==> src/osu_pkg.sv <==
// Package for the operand stack unit: widths, operation and status codes,
// controller state type. No dependencies.
package osu_pkg;

    localparam int STACK_DEPTH_DEF = 64;
    localparam int DATA_W          = 32;
    localparam int MODE_W          = 3;
    localparam int DROP_W          = 8;
    localparam int STATUS_W        = 2;

    localparam logic [DATA_W-1:0] ERR_VALUE = '1;

    typedef enum logic [MODE_W-1:0] {
        OP_PUSH = 3'd0,
        OP_POP  = 3'd1,
        OP_ADD  = 3'd2,
        OP_DUP  = 3'd3,
        OP_IFEQ = 3'd4,
        OP_JUMP = 3'd5
    } t_op;

    typedef enum logic [STATUS_W-1:0] {
        ST_OK    = 2'd0,
        ST_EMPTY = 2'd1,
        ST_FULL  = 2'd2
    } t_status;

    typedef enum logic {
        S_IDLE,
        S_LOAD
    } t_state;

    // What to do with the word read back from the stack memory
    typedef enum logic [1:0] {
        PD_REFILL,
        PD_SUM,
        PD_TOP
    } t_pend;

endpackage

==> src/osu_cmd_if.sv <==
// Command channel of the operand stack unit: valid/ready plus operation fields.
// Depends on osu_pkg.
interface osu_cmd_if;
    logic                        valid;
    logic                        ready;
    logic [osu_pkg::MODE_W-1:0]  mode;
    logic signed [osu_pkg::DATA_W-1:0] push_value;
    logic [osu_pkg::DROP_W-1:0]  drop_count;

    modport source (output valid, output mode, output push_value, output drop_count,
                    input ready);
    modport sink   (input valid, input mode, input push_value, input drop_count,
                    output ready);
endinterface

==> src/osu_res_if.sv <==
// Result channel of the operand stack unit: valid/ready plus value and status.
// Depends on osu_pkg.
interface osu_res_if;
    logic                                valid;
    logic                                ready;
    logic signed [osu_pkg::DATA_W-1:0]   result_value;
    logic [osu_pkg::STATUS_W-1:0]        status;

    modport source (output valid, output result_value, output status, input ready);
    modport sink   (input valid, input result_value, input status, output ready);
endinterface

==> src/osu_ram.sv <==
// Generic single-write, single-read RAM with registered read data.
// No dependencies.
module osu_ram #(
    parameter int WIDTH = 32,
    parameter int DEPTH = 64
) (
    input  logic                     i_clk,
    input  logic                     i_wr_en,
    input  logic [$clog2(DEPTH)-1:0] i_wr_addr,
    input  logic [WIDTH-1:0]         i_wr_data,
    input  logic                     i_rd_en,
    input  logic [$clog2(DEPTH)-1:0] i_rd_addr,
    output logic [WIDTH-1:0]         o_rd_data
);

    logic [WIDTH-1:0] r_mem [DEPTH];
    logic [WIDTH-1:0] r_rd_data;

    // Write port
    always_ff @(posedge i_clk) begin
        if (i_wr_en) begin
            r_mem[i_wr_addr] <= i_wr_data;
        end
    end

    // Read port: data holds until the next read
    always_ff @(posedge i_clk) begin
        if (i_rd_en) begin
            r_rd_data <= r_mem[i_rd_addr];
        end
    end

    assign o_rd_data = r_rd_data;

endmodule

==> src/operand_stack_unit.sv <==
// Operand stack unit top level: controller, top-of-stack cache, result register.
// Depends on osu_pkg, osu_cmd_if, osu_res_if and osu_ram.
//
//  channel | port  | direction | fields
//  --------+-------+-----------+----------------------------------
//  command | i_cmd | in        | mode, push_value, drop_count
//  result  | o_res | out       | result_value, status
//
// Push, dup, error cases, ifeq on a zero top and drops that empty the stack
// finish in S_IDLE alone. Pop with entries left, add, and ifeq/jump that leave
// entries also pass through S_LOAD: the stack memory has one read port with
// registered read data, and the new top (or second operand) comes from it.
// Reset (synchronous, active low) empties the stack; memory contents are kept.
// A result that is not taken stalls the unit at the next item that returns one.
module operand_stack_unit #(
    parameter int STACK_DEPTH = osu_pkg::STACK_DEPTH_DEF
) (
    input  logic         i_clk,
    input  logic         i_rst_n,
    osu_cmd_if.sink      i_cmd,
    osu_res_if.source    o_res
);
    import osu_pkg::*;

    localparam int AW = $clog2(STACK_DEPTH);
    localparam int CW = $clog2(STACK_DEPTH + 1);
    localparam int DW = (CW > DROP_W) ? CW : DROP_W;

    t_state            r_state, n_state;
    logic [CW-1:0]     r_cnt, n_cnt;
    logic [DATA_W-1:0] r_top, n_top;
    logic [AW-1:0]     r_addr, n_addr;
    t_pend             r_pend, n_pend;
    logic              r_out_valid, n_out_valid;
    logic [DATA_W-1:0] r_out_value, n_out_value;
    t_status           r_out_status, n_out_status;

    logic              w_slot;
    logic              w_accept;
    logic              w_go_load;
    logic              w_empty;
    logic              w_full;
    logic [CW-1:0]     w_drop_cnt;
    logic [DATA_W-1:0] w_sum;
    logic              w_emit;
    logic [DATA_W-1:0] w_emit_value;
    t_status           w_emit_status;

    logic              w_wr_en;
    logic [AW-1:0]     w_wr_addr;
    logic [DATA_W-1:0] w_wr_data;
    logic              w_rd_en;
    logic [AW-1:0]     w_rd_addr;
    logic [DATA_W-1:0] w_rd_data;

    osu_ram #(
        .WIDTH (DATA_W),
        .DEPTH (STACK_DEPTH)
    ) u_stack_ram (
        .i_clk     (i_clk),
        .i_wr_en   (w_wr_en),
        .i_wr_addr (w_wr_addr),
        .i_wr_data (w_wr_data),
        .i_rd_en   (w_rd_en),
        .i_rd_addr (w_rd_addr),
        .o_rd_data (w_rd_data)
    );

    // Handshake and stack conditions
    assign w_slot      = !r_out_valid || o_res.ready;
    assign i_cmd.ready = (r_state == S_IDLE) && w_slot;
    assign w_accept    = i_cmd.valid && i_cmd.ready;
    assign w_empty     = (r_cnt == '0);
    assign w_full      = (r_cnt == CW'(STACK_DEPTH));
    assign w_drop_cnt  = (DW'(i_cmd.drop_count) >= DW'(r_cnt)) ? '0
                       : CW'(DW'(r_cnt) - DW'(i_cmd.drop_count));
    assign w_sum       = r_top + w_rd_data;

    // Next state
    always_comb begin
        n_state = r_state;
        case (r_state)
            S_IDLE: begin
                if (w_accept && w_go_load) begin
                    n_state = S_LOAD;
                end
            end
            S_LOAD: begin
                if (r_pend == PD_REFILL || w_slot) begin
                    n_state = S_IDLE;
                end
            end
            default: n_state = S_IDLE;
        endcase
    end

    // Datapath and memory control
    always_comb begin
        n_cnt         = r_cnt;
        n_top         = r_top;
        n_addr        = r_addr;
        n_pend        = r_pend;
        w_go_load     = 1'b0;
        w_emit        = 1'b0;
        w_emit_value  = '0;
        w_emit_status = ST_OK;
        w_wr_en       = 1'b0;
        w_wr_addr     = AW'(r_cnt);
        w_wr_data     = r_top;
        w_rd_en       = 1'b0;
        w_rd_addr     = AW'(r_cnt - CW'(1));
        case (r_state)
            S_IDLE: begin
                if (w_accept) begin
                    w_emit = 1'b1;
                    case (t_op'(i_cmd.mode))
                        OP_PUSH: begin
                            if (w_full) begin
                                w_emit_value  = ERR_VALUE;
                                w_emit_status = ST_FULL;
                            end else begin
                                w_wr_en   = 1'b1;
                                w_wr_data = i_cmd.push_value;
                                n_top     = i_cmd.push_value;
                                n_cnt     = r_cnt + CW'(1);
                            end
                        end
                        OP_POP: begin
                            if (w_empty) begin
                                w_emit_value  = ERR_VALUE;
                                w_emit_status = ST_EMPTY;
                            end else begin
                                w_emit_value = r_top;
                                n_cnt        = r_cnt - CW'(1);
                                // Refill the cached top from the entry below
                                if (r_cnt > CW'(1)) begin
                                    w_rd_en   = 1'b1;
                                    w_rd_addr = AW'(r_cnt - CW'(2));
                                    n_pend    = PD_REFILL;
                                    w_go_load = 1'b1;
                                end
                            end
                        end
                        OP_ADD: begin
                            if (r_cnt < CW'(2)) begin
                                w_emit_value  = ERR_VALUE;
                                w_emit_status = ST_EMPTY;
                            end else begin
                                // Fetch the second operand, finish in S_LOAD once the result slot is free
                                w_emit    = 1'b0;
                                w_rd_en   = 1'b1;
                                w_rd_addr = AW'(r_cnt - CW'(2));
                                n_addr    = AW'(r_cnt - CW'(2));
                                n_cnt     = r_cnt - CW'(1);
                                n_pend    = PD_SUM;
                                w_go_load = 1'b1;
                            end
                        end
                        OP_DUP: begin
                            if (w_empty) begin
                                w_emit_value  = ERR_VALUE;
                                w_emit_status = ST_EMPTY;
                            end else if (w_full) begin
                                w_emit_value  = ERR_VALUE;
                                w_emit_status = ST_FULL;
                            end else begin
                                w_wr_en = 1'b1;
                                n_cnt   = r_cnt + CW'(1);
                            end
                        end
                        OP_IFEQ, OP_JUMP: begin
                            if (w_empty) begin
                                w_emit_value  = ERR_VALUE;
                                w_emit_status = ST_EMPTY;
                            end else if (t_op'(i_cmd.mode) == OP_IFEQ && r_top == '0) begin
                                w_emit_value = '0;
                            end else begin
                                n_cnt = w_drop_cnt;
                                if (w_drop_cnt == '0) begin
                                    w_emit_value = (t_op'(i_cmd.mode) == OP_IFEQ)
                                                 ? DATA_W'(1) : '0;
                                end else begin
                                    w_emit    = 1'b0;
                                    w_rd_en   = 1'b1;
                                    w_rd_addr = AW'(w_drop_cnt - CW'(1));
                                    n_pend    = PD_TOP;
                                    w_go_load = 1'b1;
                                end
                            end
                        end
                        default: begin
                            w_emit_value = '0;
                        end
                    endcase
                end
            end
            S_LOAD: begin
                case (r_pend)
                    PD_REFILL: begin
                        n_top = w_rd_data;
                    end
                    PD_SUM: begin
                        // Write the sum back over the second operand
                        if (w_slot) begin
                            w_wr_en      = 1'b1;
                            w_wr_addr    = r_addr;
                            w_wr_data    = w_sum;
                            n_top        = w_sum;
                            w_emit       = 1'b1;
                            w_emit_value = w_sum;
                        end
                    end
                    PD_TOP: begin
                        if (w_slot) begin
                            n_top        = w_rd_data;
                            w_emit       = 1'b1;
                            w_emit_value = w_rd_data;
                        end
                    end
                    default: begin
                        n_top = w_rd_data;
                    end
                endcase
            end
            default: begin
                n_cnt = r_cnt;
            end
        endcase
    end

    // Result register: load on emit, drop when taken
    always_comb begin
        n_out_valid  = r_out_valid;
        n_out_value  = r_out_value;
        n_out_status = r_out_status;
        if (w_emit) begin
            n_out_valid  = 1'b1;
            n_out_value  = w_emit_value;
            n_out_status = w_emit_status;
        end else if (o_res.ready) begin
            n_out_valid = 1'b0;
        end
    end

    // Control registers
    always_ff @(posedge i_clk) begin
        if (!i_rst_n) begin
            r_state     <= S_IDLE;
            r_cnt       <= '0;
            r_out_valid <= 1'b0;
        end else begin
            r_state     <= n_state;
            r_cnt       <= n_cnt;
            r_out_valid <= n_out_valid;
        end
    end

    // Payload registers
    always_ff @(posedge i_clk) begin
        r_top        <= n_top;
        r_addr       <= n_addr;
        r_pend       <= n_pend;
        r_out_value  <= n_out_value;
        r_out_status <= n_out_status;
    end

    assign o_res.valid        = r_out_valid;
    assign o_res.result_value = r_out_value;
    assign o_res.status       = r_out_status;

endmodule
==> src/flat_wrapper.sv <==
// flat-port wrapper written by rule: the top's interface ports become plain ports
module operand_stack_unit_flat import osu_pkg::*;
#(
    parameter int STACK_DEPTH = osu_pkg::STACK_DEPTH_DEF
)
  (i_clk, i_rst_n, i_cmd_valid, i_cmd_mode, i_cmd_push_value, i_cmd_drop_count, i_cmd_ready, o_res_valid, o_res_result_value, o_res_status, o_res_ready);
  osu_cmd_if i_cmd_i ();
  osu_res_if o_res_i ();
  input  logic i_clk;
  input  logic i_rst_n;
  input wire logic [$bits(i_cmd_i.valid)-1:0] i_cmd_valid;
  input wire logic [$bits(i_cmd_i.mode)-1:0] i_cmd_mode;
  input wire logic [$bits(i_cmd_i.push_value)-1:0] i_cmd_push_value;
  input wire logic [$bits(i_cmd_i.drop_count)-1:0] i_cmd_drop_count;
  output wire logic [$bits(i_cmd_i.ready)-1:0] i_cmd_ready;
  output wire logic [$bits(o_res_i.valid)-1:0] o_res_valid;
  output wire logic [$bits(o_res_i.result_value)-1:0] o_res_result_value;
  output wire logic [$bits(o_res_i.status)-1:0] o_res_status;
  input wire logic [$bits(o_res_i.ready)-1:0] o_res_ready;
  assign i_cmd_i.valid = i_cmd_valid;
  assign i_cmd_i.mode = i_cmd_mode;
  assign i_cmd_i.push_value = i_cmd_push_value;
  assign i_cmd_i.drop_count = i_cmd_drop_count;
  assign i_cmd_ready = i_cmd_i.ready;
  assign o_res_valid = o_res_i.valid;
  assign o_res_result_value = o_res_i.result_value;
  assign o_res_status = o_res_i.status;
  assign o_res_i.ready = o_res_ready;
  operand_stack_unit #(.STACK_DEPTH(STACK_DEPTH)) u_core (.i_clk(i_clk), .i_rst_n(i_rst_n), .i_cmd(i_cmd_i), .o_res(o_res_i));
endmodule
==> config.mk <==
export PLATFORM = sky130hd
export DESIGN_NAME = operand_stack_unit_flat
export DESIGN_NICKNAME = d
export VERILOG_FILES = /design/src/osu_pkg.sv /design/src/osu_cmd_if.sv /design/src/osu_res_if.sv /design/src/osu_ram.sv /design/src/operand_stack_unit.sv /design/src/flat_wrapper.sv
export SDC_FILE = /design/constraint.sdc
export NUM_CORES = 2
export LEC_CHECK = 0
export ABC_AREA = 1
export BUFFER_PORTS_ARGS = -buffer_cell sky130_fd_sc_hd__buf_2
export CORE_UTILIZATION = 59
export CTS_CLUSTER_DIAMETER = 120
export DETAILED_ROUTE_END_ITERATION = 10
export PLACE_DENSITY = 0.75
export SLEW_MARGIN = 40
export SYNTH_ARGS = -nofsm -noshare
export SYNTH_HDL_FRONTEND = slang
export SYNTH_SLANG_ARGS = --single-unit
==> constraint.sdc <==
create_clock -name i_clk -period 10.2 [get_ports i_clk]
set_input_delay 1.53 -clock i_clk [delete_from_list [all_inputs] [get_ports i_clk]]
set_output_delay 1.53 -clock i_clk [all_outputs]
set_load 0.005 [all_outputs]
Word level (Yosys, flattened, before mapping)
Memories as Yosys holds them, arrays and structs flattened. A register that Yosys moved wholly into a read port is not among the register bits.
Cells that the tools add are included.
{"block": "word_totals", "word_cells": 145, "mem_count": 1, "inputBits": 47, "output_inout_bits": 36, "mem_bits_rw": 2048, "ff_bits": 83}
{"name": "u_core.u_stack_ram.r_mem", "depth": 64, "word_bits": 32, "rd": 1, "rd_clocked_by_memory_dff": 1, "write_ports": 1, "line": "osu_ram.sv:16", "rtl": "logic [WIDTH-1:0] r_mem [DEPTH];"}
{"block": "op_classes", "n_eq_ne": 16, "magnitude_cmp": 3, "reduce_logical": 22, "n_bitwise": 3, "addsub": 6, "n_mux": 86}
{"cell": "32-bit 2-to-1 mux", "count": 16}
{"cell": "32-bit case mux with 2 select lines", "count": 5}
{"cell": "32-bit case mux with 5 select lines", "count": 1}
{"cell": "6-bit 2-to-1 mux", "count": 11}
{"cell": "7-bit 2-to-1 mux", "count": 7}
{"cell": "7-bit case mux with 5 select lines", "count": 1}
{"cell": "32-bit adder", "count": 1}
{"cell": "32-bit logical NOT", "count": 1}
{"cell": "1-bit 2-to-1 mux", "count": 28}
{"cell": "6-bit case mux with 3 select lines", "count": 1}
{"cell": "2-bit 2-to-1 mux", "count": 8}
{"cell": "7-bit logical NOT", "count": 2}
{"cell": "2-bit != test, second input constant", "count": 6}
{"cell": "1-bit case mux with 2 select lines", "count": 5}
{"cell": "9-bit AND reduction", "count": 1}
{"cell": "8-bit by 7-bit greater-or-equal comparator with 1-bit output", "count": 1}
{"cell": "2-bit case mux with 4 select lines", "count": 1}
{"cell": "8-bit AND reduction", "count": 1}
{"cell": "7-bit by 1-bit adder with 7-bit output, second input constant", "count": 1}
{"cell": "7-bit == test, second input constant", "count": 1}
{"cell": "7-bit by 1-bit greater-than comparator with 1-bit output, second input constant", "count": 1}
{"cell": "7-bit by 2-bit less-than comparator with 1-bit output, second input constant", "count": 1}
{"cell": "7-bit by 1-bit subtractor with 7-bit output, second input constant", "count": 1}
{"cell": "7-bit subtractor", "count": 1}
{"cell": "other kinds (23)", "count": 33}

Depth between registers and ports, before layout
{"block": "depth", "depth_word": 12, "mapped_depth": 30}

Cells and area by module
From an unflattened synthesis, not the netlist that was laid out.
{"block": "unflattened", "hier_cells": 8113, "hier_area_um2": 92050.8}
{"module": "osu_ram", "instances": 1, "area_per_inst_um2": 83106.0, "cells_per_inst": 6785}
{"module": "operand_stack_unit", "instances": 1, "area_per_inst_um2": 8944.8, "cells_per_inst": 1328}

Worst setup path before layout
No wires, ideal clock.
{"block": "synth_path", "kind": "input to register", "start": "in o_res_ready", "end": "mem u_core.u_stack_ram.r_mem[0][2] (data pin)", "setup_slack_ns": 4.294, "t_required_ns": 9.498, "stages": 7, "t_arrival_ns": 5.205, "cell_sequence": "nor2_1 > inv_1 > nor2_1 > inv_1 > o21ai_0 > a21oi_1 > o21ai_0"}
{"block": "synth_via", "elab_chain_len": 5, "word_cells_on_any_way": 7, "cone_classes": "mux: 4; reduce/logical: 3"}
{"element": "start, declared", "line": "flat_wrapper.sv:19", "rtl": "input wire logic [$bits(o_res_i.ready)-1:0] o_res_ready;"}
{"element": "1-bit logical OR (*)", "line": "operand_stack_unit.sv:70", "rtl": "assign w_slot = !r_out_valid || o_res.ready;"}
{"element": "1-bit logical AND", "line": "operand_stack_unit.sv:71", "rtl": "assign i_cmd.ready = (r_state == S_IDLE) && w_slot;"}
{"element": "1-bit logical AND", "line": "operand_stack_unit.sv:72", "rtl": "assign w_accept = i_cmd.valid && i_cmd.ready;"}
{"element": "32-bit 2-to-1 mux", "line": "operand_stack_unit.sv:114", "rtl": "if (w_accept) begin"}
{"element": "32-bit case mux with 2 select lines (*)", "line": "operand_stack_unit.sv:112", "rtl": "case (r_state)"}
{"element": "named net u_core.u_stack_ram.i_wr_data[2]", "line": "osu_ram.sv:10", "rtl": "input logic [WIDTH-1:0] i_wr_data,"}
{"element": "end, declared", "line": "osu_ram.sv:16"}
The timed path passes the listed nets; every way through them passes the cells marked *.

Worst setup path after layout
{"block": "layout_path", "start": "reg u_core.r_cnt[0]", "end": "reg u_core.u_stack_ram.r_rd_data[24], in the netlist u_core.u_stack_ram.o_rd_data[24], read port of u_core.u_stack_ram.r_mem (data pin)"}
{"block": "layout_via", "elab_chain_len": 9, "word_cells_on_any_way": 28, "cone_classes": "add/sub: 4; order compare: 3; mux: 19; reduce/logical: 2"}
{"element": "start, declared", "line": "operand_stack_unit.sv:30", "rtl": "logic [CW-1:0] r_cnt, n_cnt;"}
{"element": "start signal, assigned", "line": "operand_stack_unit.sv:253", "rtl": "r_cnt <= n_cnt;"}
{"element": "7-bit subtractor or 8-bit by 7-bit greater-or-equal comparator with 1-bit output (tied branches)", "line": "operand_stack_unit.sv:76, operand_stack_unit.sv:75"}
{"element": "7-bit 2-to-1 mux", "line": "operand_stack_unit.sv:75", "rtl": "assign w_drop_cnt = (DW'(i_cmd.drop_count) >= DW'(r_cnt)) ? '0"}
{"element": "6-bit by 1-bit subtractor with 6-bit output or 7-bit logical NOT (tied branches)", "line": "operand_stack_unit.sv:185, operand_stack_unit.sv:179"}
{"element": "6-bit 2-to-1 mux or 1-bit 2-to-1 mux (tied branches)", "line": "operand_stack_unit.sv:179", "rtl": "if (w_drop_cnt == '0) begin"}
{"element": "6-bit 2-to-1 mux or 1-bit 2-to-1 mux (tied branches)", "line": "operand_stack_unit.sv:175", "rtl": "end else if (t_op'(i_cmd.mode) == OP_IFEQ && r_top == '0) begin"}
{"element": "6-bit 2-to-1 mux or 1-bit 2-to-1 mux (tied branches)", "line": "operand_stack_unit.sv:172", "rtl": "if (w_empty) begin"}
{"element": "6-bit case mux with 3 select lines or 1-bit case mux with 3 select lines (tied branches)", "line": "operand_stack_unit.sv:116", "rtl": "case (t_op'(i_cmd.mode))"}
{"element": "6-bit 2-to-1 mux or 1-bit 2-to-1 mux (tied branches)", "line": "operand_stack_unit.sv:114"}
{"element": "6-bit 2-to-1 mux or 1-bit 2-to-1 mux (tied branches)", "line": "operand_stack_unit.sv:112"}
{"element": "end, declared", "line": "osu_ram.sv:17", "rtl": "logic [WIDTH-1:0] r_rd_data;"}
Parallel ways exist; a longest one is shown, timed or not.
A chain may end at the register's enable or synchronous reset.

==> key figures <==
Logic synthesis
  • Area leader, netlist: edfxtp_1
  • Number of synthesized flops with an enable pin: 2,154
  • Post-synthesis sequential area ratio: 0.655
  • Unique masters post-synth: 55
  • Ys async rst share: 0
  • Post-Synth Simple-Gate Area: 0.238
  • Synth top cells by count: edfxtp_1, nand3_1, nand2_1
  • Synth Area in Adders: 0.00736
  • Post-synthesis mux area share: 0
  • Top cell type's share of synthesized area: 0.654
  • Synth Area per Inst: 10.9 sq um
  • Synth Warn #: 0
  • Most numerous cell in the Yosys netlist: edfxtp_1
  • Yosys reg bits: 2,163
  • Top cells by area in the synthesized netlist: edfxtp_1, nand3_1, nand3b_1
  • Main synth FF type: edfxtp_1
  • Syn nets: 9,207
  • Synthesized cell area: 99,000 sq um
  • Post-synthesis cell count: 9,103
  • Synth Area in XOR/XNOR: 0.00133
  • Compound-gate portion of the synthesized area: 0.0236
  • Main combinational cell family by area after synthesis: simple AND/OR/NAND/NOR gates

Placed design
  • Post-detail-place hpwl: 149 mm
  • Dpl cell area: 102,000 sq um
  • Final GP Congestion: 0.939
  • Port Buf Inserts: 82

Global routing
  • Largest net degree at the start of global routing: 189
  • Number of global-route vias before repair: 67,400
  • GRT Util Overall: 0.335
  • Global route overflow: 0
  • First-pass GRT wire length: 422 mm
  • Number of antenna violations at the first check in global routing: 9

Worst setup path
  • Crit path capture type: flop
  • Crit path arrival time: 7390 ps
  • R2R Setup Slk: 3390 ps
  • Worst-path fanout max: 81
  • Crit start category: flop
  • Setup CP Type: flop to flop
  • Worst path required time: 10,780 ps

Run
  • Maximum capacitance violations: 0

Floorplan
  • Chip Width: 412 um
  • Num rows: 149
  • Initial core utilization: 0.597
  • Io pins: 83
  • Die height: 412 um
  • Core area: 166,000 sq um
  • Die area: 169,000 sq um

STA
  • Final Hold Violating Endpoints: 0
  • Fin crit period: 6810 ps
  • Final period util: 0.668
  • Setup TNS: 0 ps
  • Max-slew headroom: 0.367
  • RSZ-0062 raised after global routing: false
  • Fin. max-slew vios: 0
  • Worst-Margin Slew: 949 ps
  • Skew final: 72.7 ps
  • Achievable frequency: 147 MHz
  • Final Setup Violations: 0
  • Worst hold slack: 479 ps

Drt
  • Top sig layer: met5
  • Metal-1 WL: 105 mm
  • DRT iter0 DRCs: 10,700
  • WL/cell: 25.3 um
  • Drt first pass iters: 7
  • Routed wl met2: 127 mm
  • Post-DRT Antenna Nets: 0
  • Avg Vias per Cell: 6.25
  • Residual DRC count: 0
  • Met3 WL: 36.6 mm
  • Vias: 70,800
  • Final WL: 287 mm

Clock tree
  • # Post-CTS Setup Buffers: 0
  • Clock root buffer: clkbuf_16
  • CTS buffer count: 211
  • Clock transition at path regs: 60 ps
  • Hold_buf cts: 0
  • Clock Latency Late Sink: 890 ps
  • CTS Sinks: 2,163
  • Clock tree buffer depth: 3
  • CTS tree: built
  • H-tree depth: 4
  • Post-CTS sizing: 0

Pwr
  • Total power: 27,300 uW
  • Max IR drop VDD: 0.237 mV
  • Pleak: 0.0418 uW
  • PD cells: 252 nW/um^2

Finish
  • Fraction of layout cells with a size suffix above 1: 0.0785
  • Layout area overhead: 9.66%
  • Fillers: 11,900
  • Design area: 109,000 sq um
  • Layout net count: 9,078

Outcome
  • Status: complete, no violations

Min path
  • Min-delay worst type: flop to flop
==> logic make-up after synthesis <==
family | count (synthesis)
compound gates | 413
xor+xnor | 15
fa+ha+maj | 57
buf+inv | 1824
flops | 2163
simple gates | 4631
==> cells in the final DEF, fill, tap and decap left out, types with 8 or more instances in the layout <==
cell type	instances
a21oi_1	137
a31oi_1	25
buf_12	26
buf_2	82
buf_4	142
buf_6	8
bufinv_16	10
clkbuf_1	48
clkbuf_16	213
clkinv_1	45
clkinv_2	41
clkinvlp_4	15
dfxtp_1	8
edfxtp_1	2154
ha_1	54
inv_1	1203
inv_2	10
nand2_1	1408
nand2_2	31
nand3_1	2083
nand3b_1	895
nand4_1	20
nor2_1	59
nor2_4	68
nor3_1	12
o211ai_1	15
o21ai_0	170
o221ai_1	27
or2_1	20
or2_2	15
xor2_1	11
==> critical path: stages (launching register included) <==
cell and delay [ps]:
dfxtp_1 680, inv_1 410, ha_1 320, inv_1 90, fa_1 470, nand2_1 140
ha_1 170, nand2_1 70, nor2_1 240, nand2_2 140, nand2_2 110, nand3_4 580
nand2_4 830, buf_12 400, buf_4 550, nand2_1 110, nand3_1 120, nand3_1 100
nand3_1 120, nand3_1 160, nand3_1 390, nand2_1 180
==> flip-flops by register name, indices dropped and copies added, names as in the netlist <==
register / flops
u_core.o_res.valid: 1
u_core.o_res.status: 2
u_core.r_cnt: 7
u_core.o_res.result_value: 32
u_core.u_stack_ram.o_rd_data: 32
u_core.r_addr: 6
u_core.u_stack_ram.r_mem: 2048
u_core.r_top: 32
u_core.r_state: 1
u_core.r_pend: 2
==> final timing paths <==
check	depth (start not counted)	from	endpoint
worst max-delay path	21	u_core.r_cnt[0]$_SDFFE_PN0P_	u_core.u_stack_ram.o_rd_data[24]$_DFFE_PP_
worst min-delay path	2	u_core.r_cnt[6]$_SDFFE_PN0P_	u_core.r_cnt[6]$_SDFFE_PN0P_
worst max register to register	21	u_core.r_cnt[0]$_SDFFE_PN0P_	u_core.u_stack_ram.o_rd_data[24]$_DFFE_PP_
worst min register to register	2	u_core.r_cnt[6]$_SDFFE_PN0P_	u_core.r_cnt[6]$_SDFFE_PN0P_
==> where the power goes <==
group | internal, uW | switching [uW]
registers | 11200 | 143
logic | 1860 | 6610
clock network | 4090 | 3380
total | 17200 | 10100
==> per-layer routing <==
metal	vias up	GRT usage
met2	4810	0.508
met5	-	0
met4	10	0.198
met1	34000	0.455
met3	728	0.0626
li1	31300	-
==> cell type report <==
type | instances | area, sq um | area share
clock buffers | 261 | 5510 | 0.0508
diodes | 3 | 7.51 | 0.0000692
multi-input cells | 5116 | 27500 | 0.253
repair buffers | 265 | 2280 | 0.0210
clock inverters | 126 | 1040 | 0.00963
inverters | 1217 | 4570 | 0.0422
flip-flops and latches | 2163 | 64900 | 0.598
well taps | 2189 | 2740 | 0.0252
==> through the flow <==
step | setup slack [ps] | util | cells
after floorplan | 4290 | - | 9103
after global placement | 2920 | 0.613 | 10900
after detailed placement | 2770 | 0.614 | 10900
after CTS | 3610 | 0.654 | 11300
after global routing | 3140 | 0.655 | 11300
final | 3390 | 0.655 | 11300
Note: power is estimated with default switching activity, not from simulation.
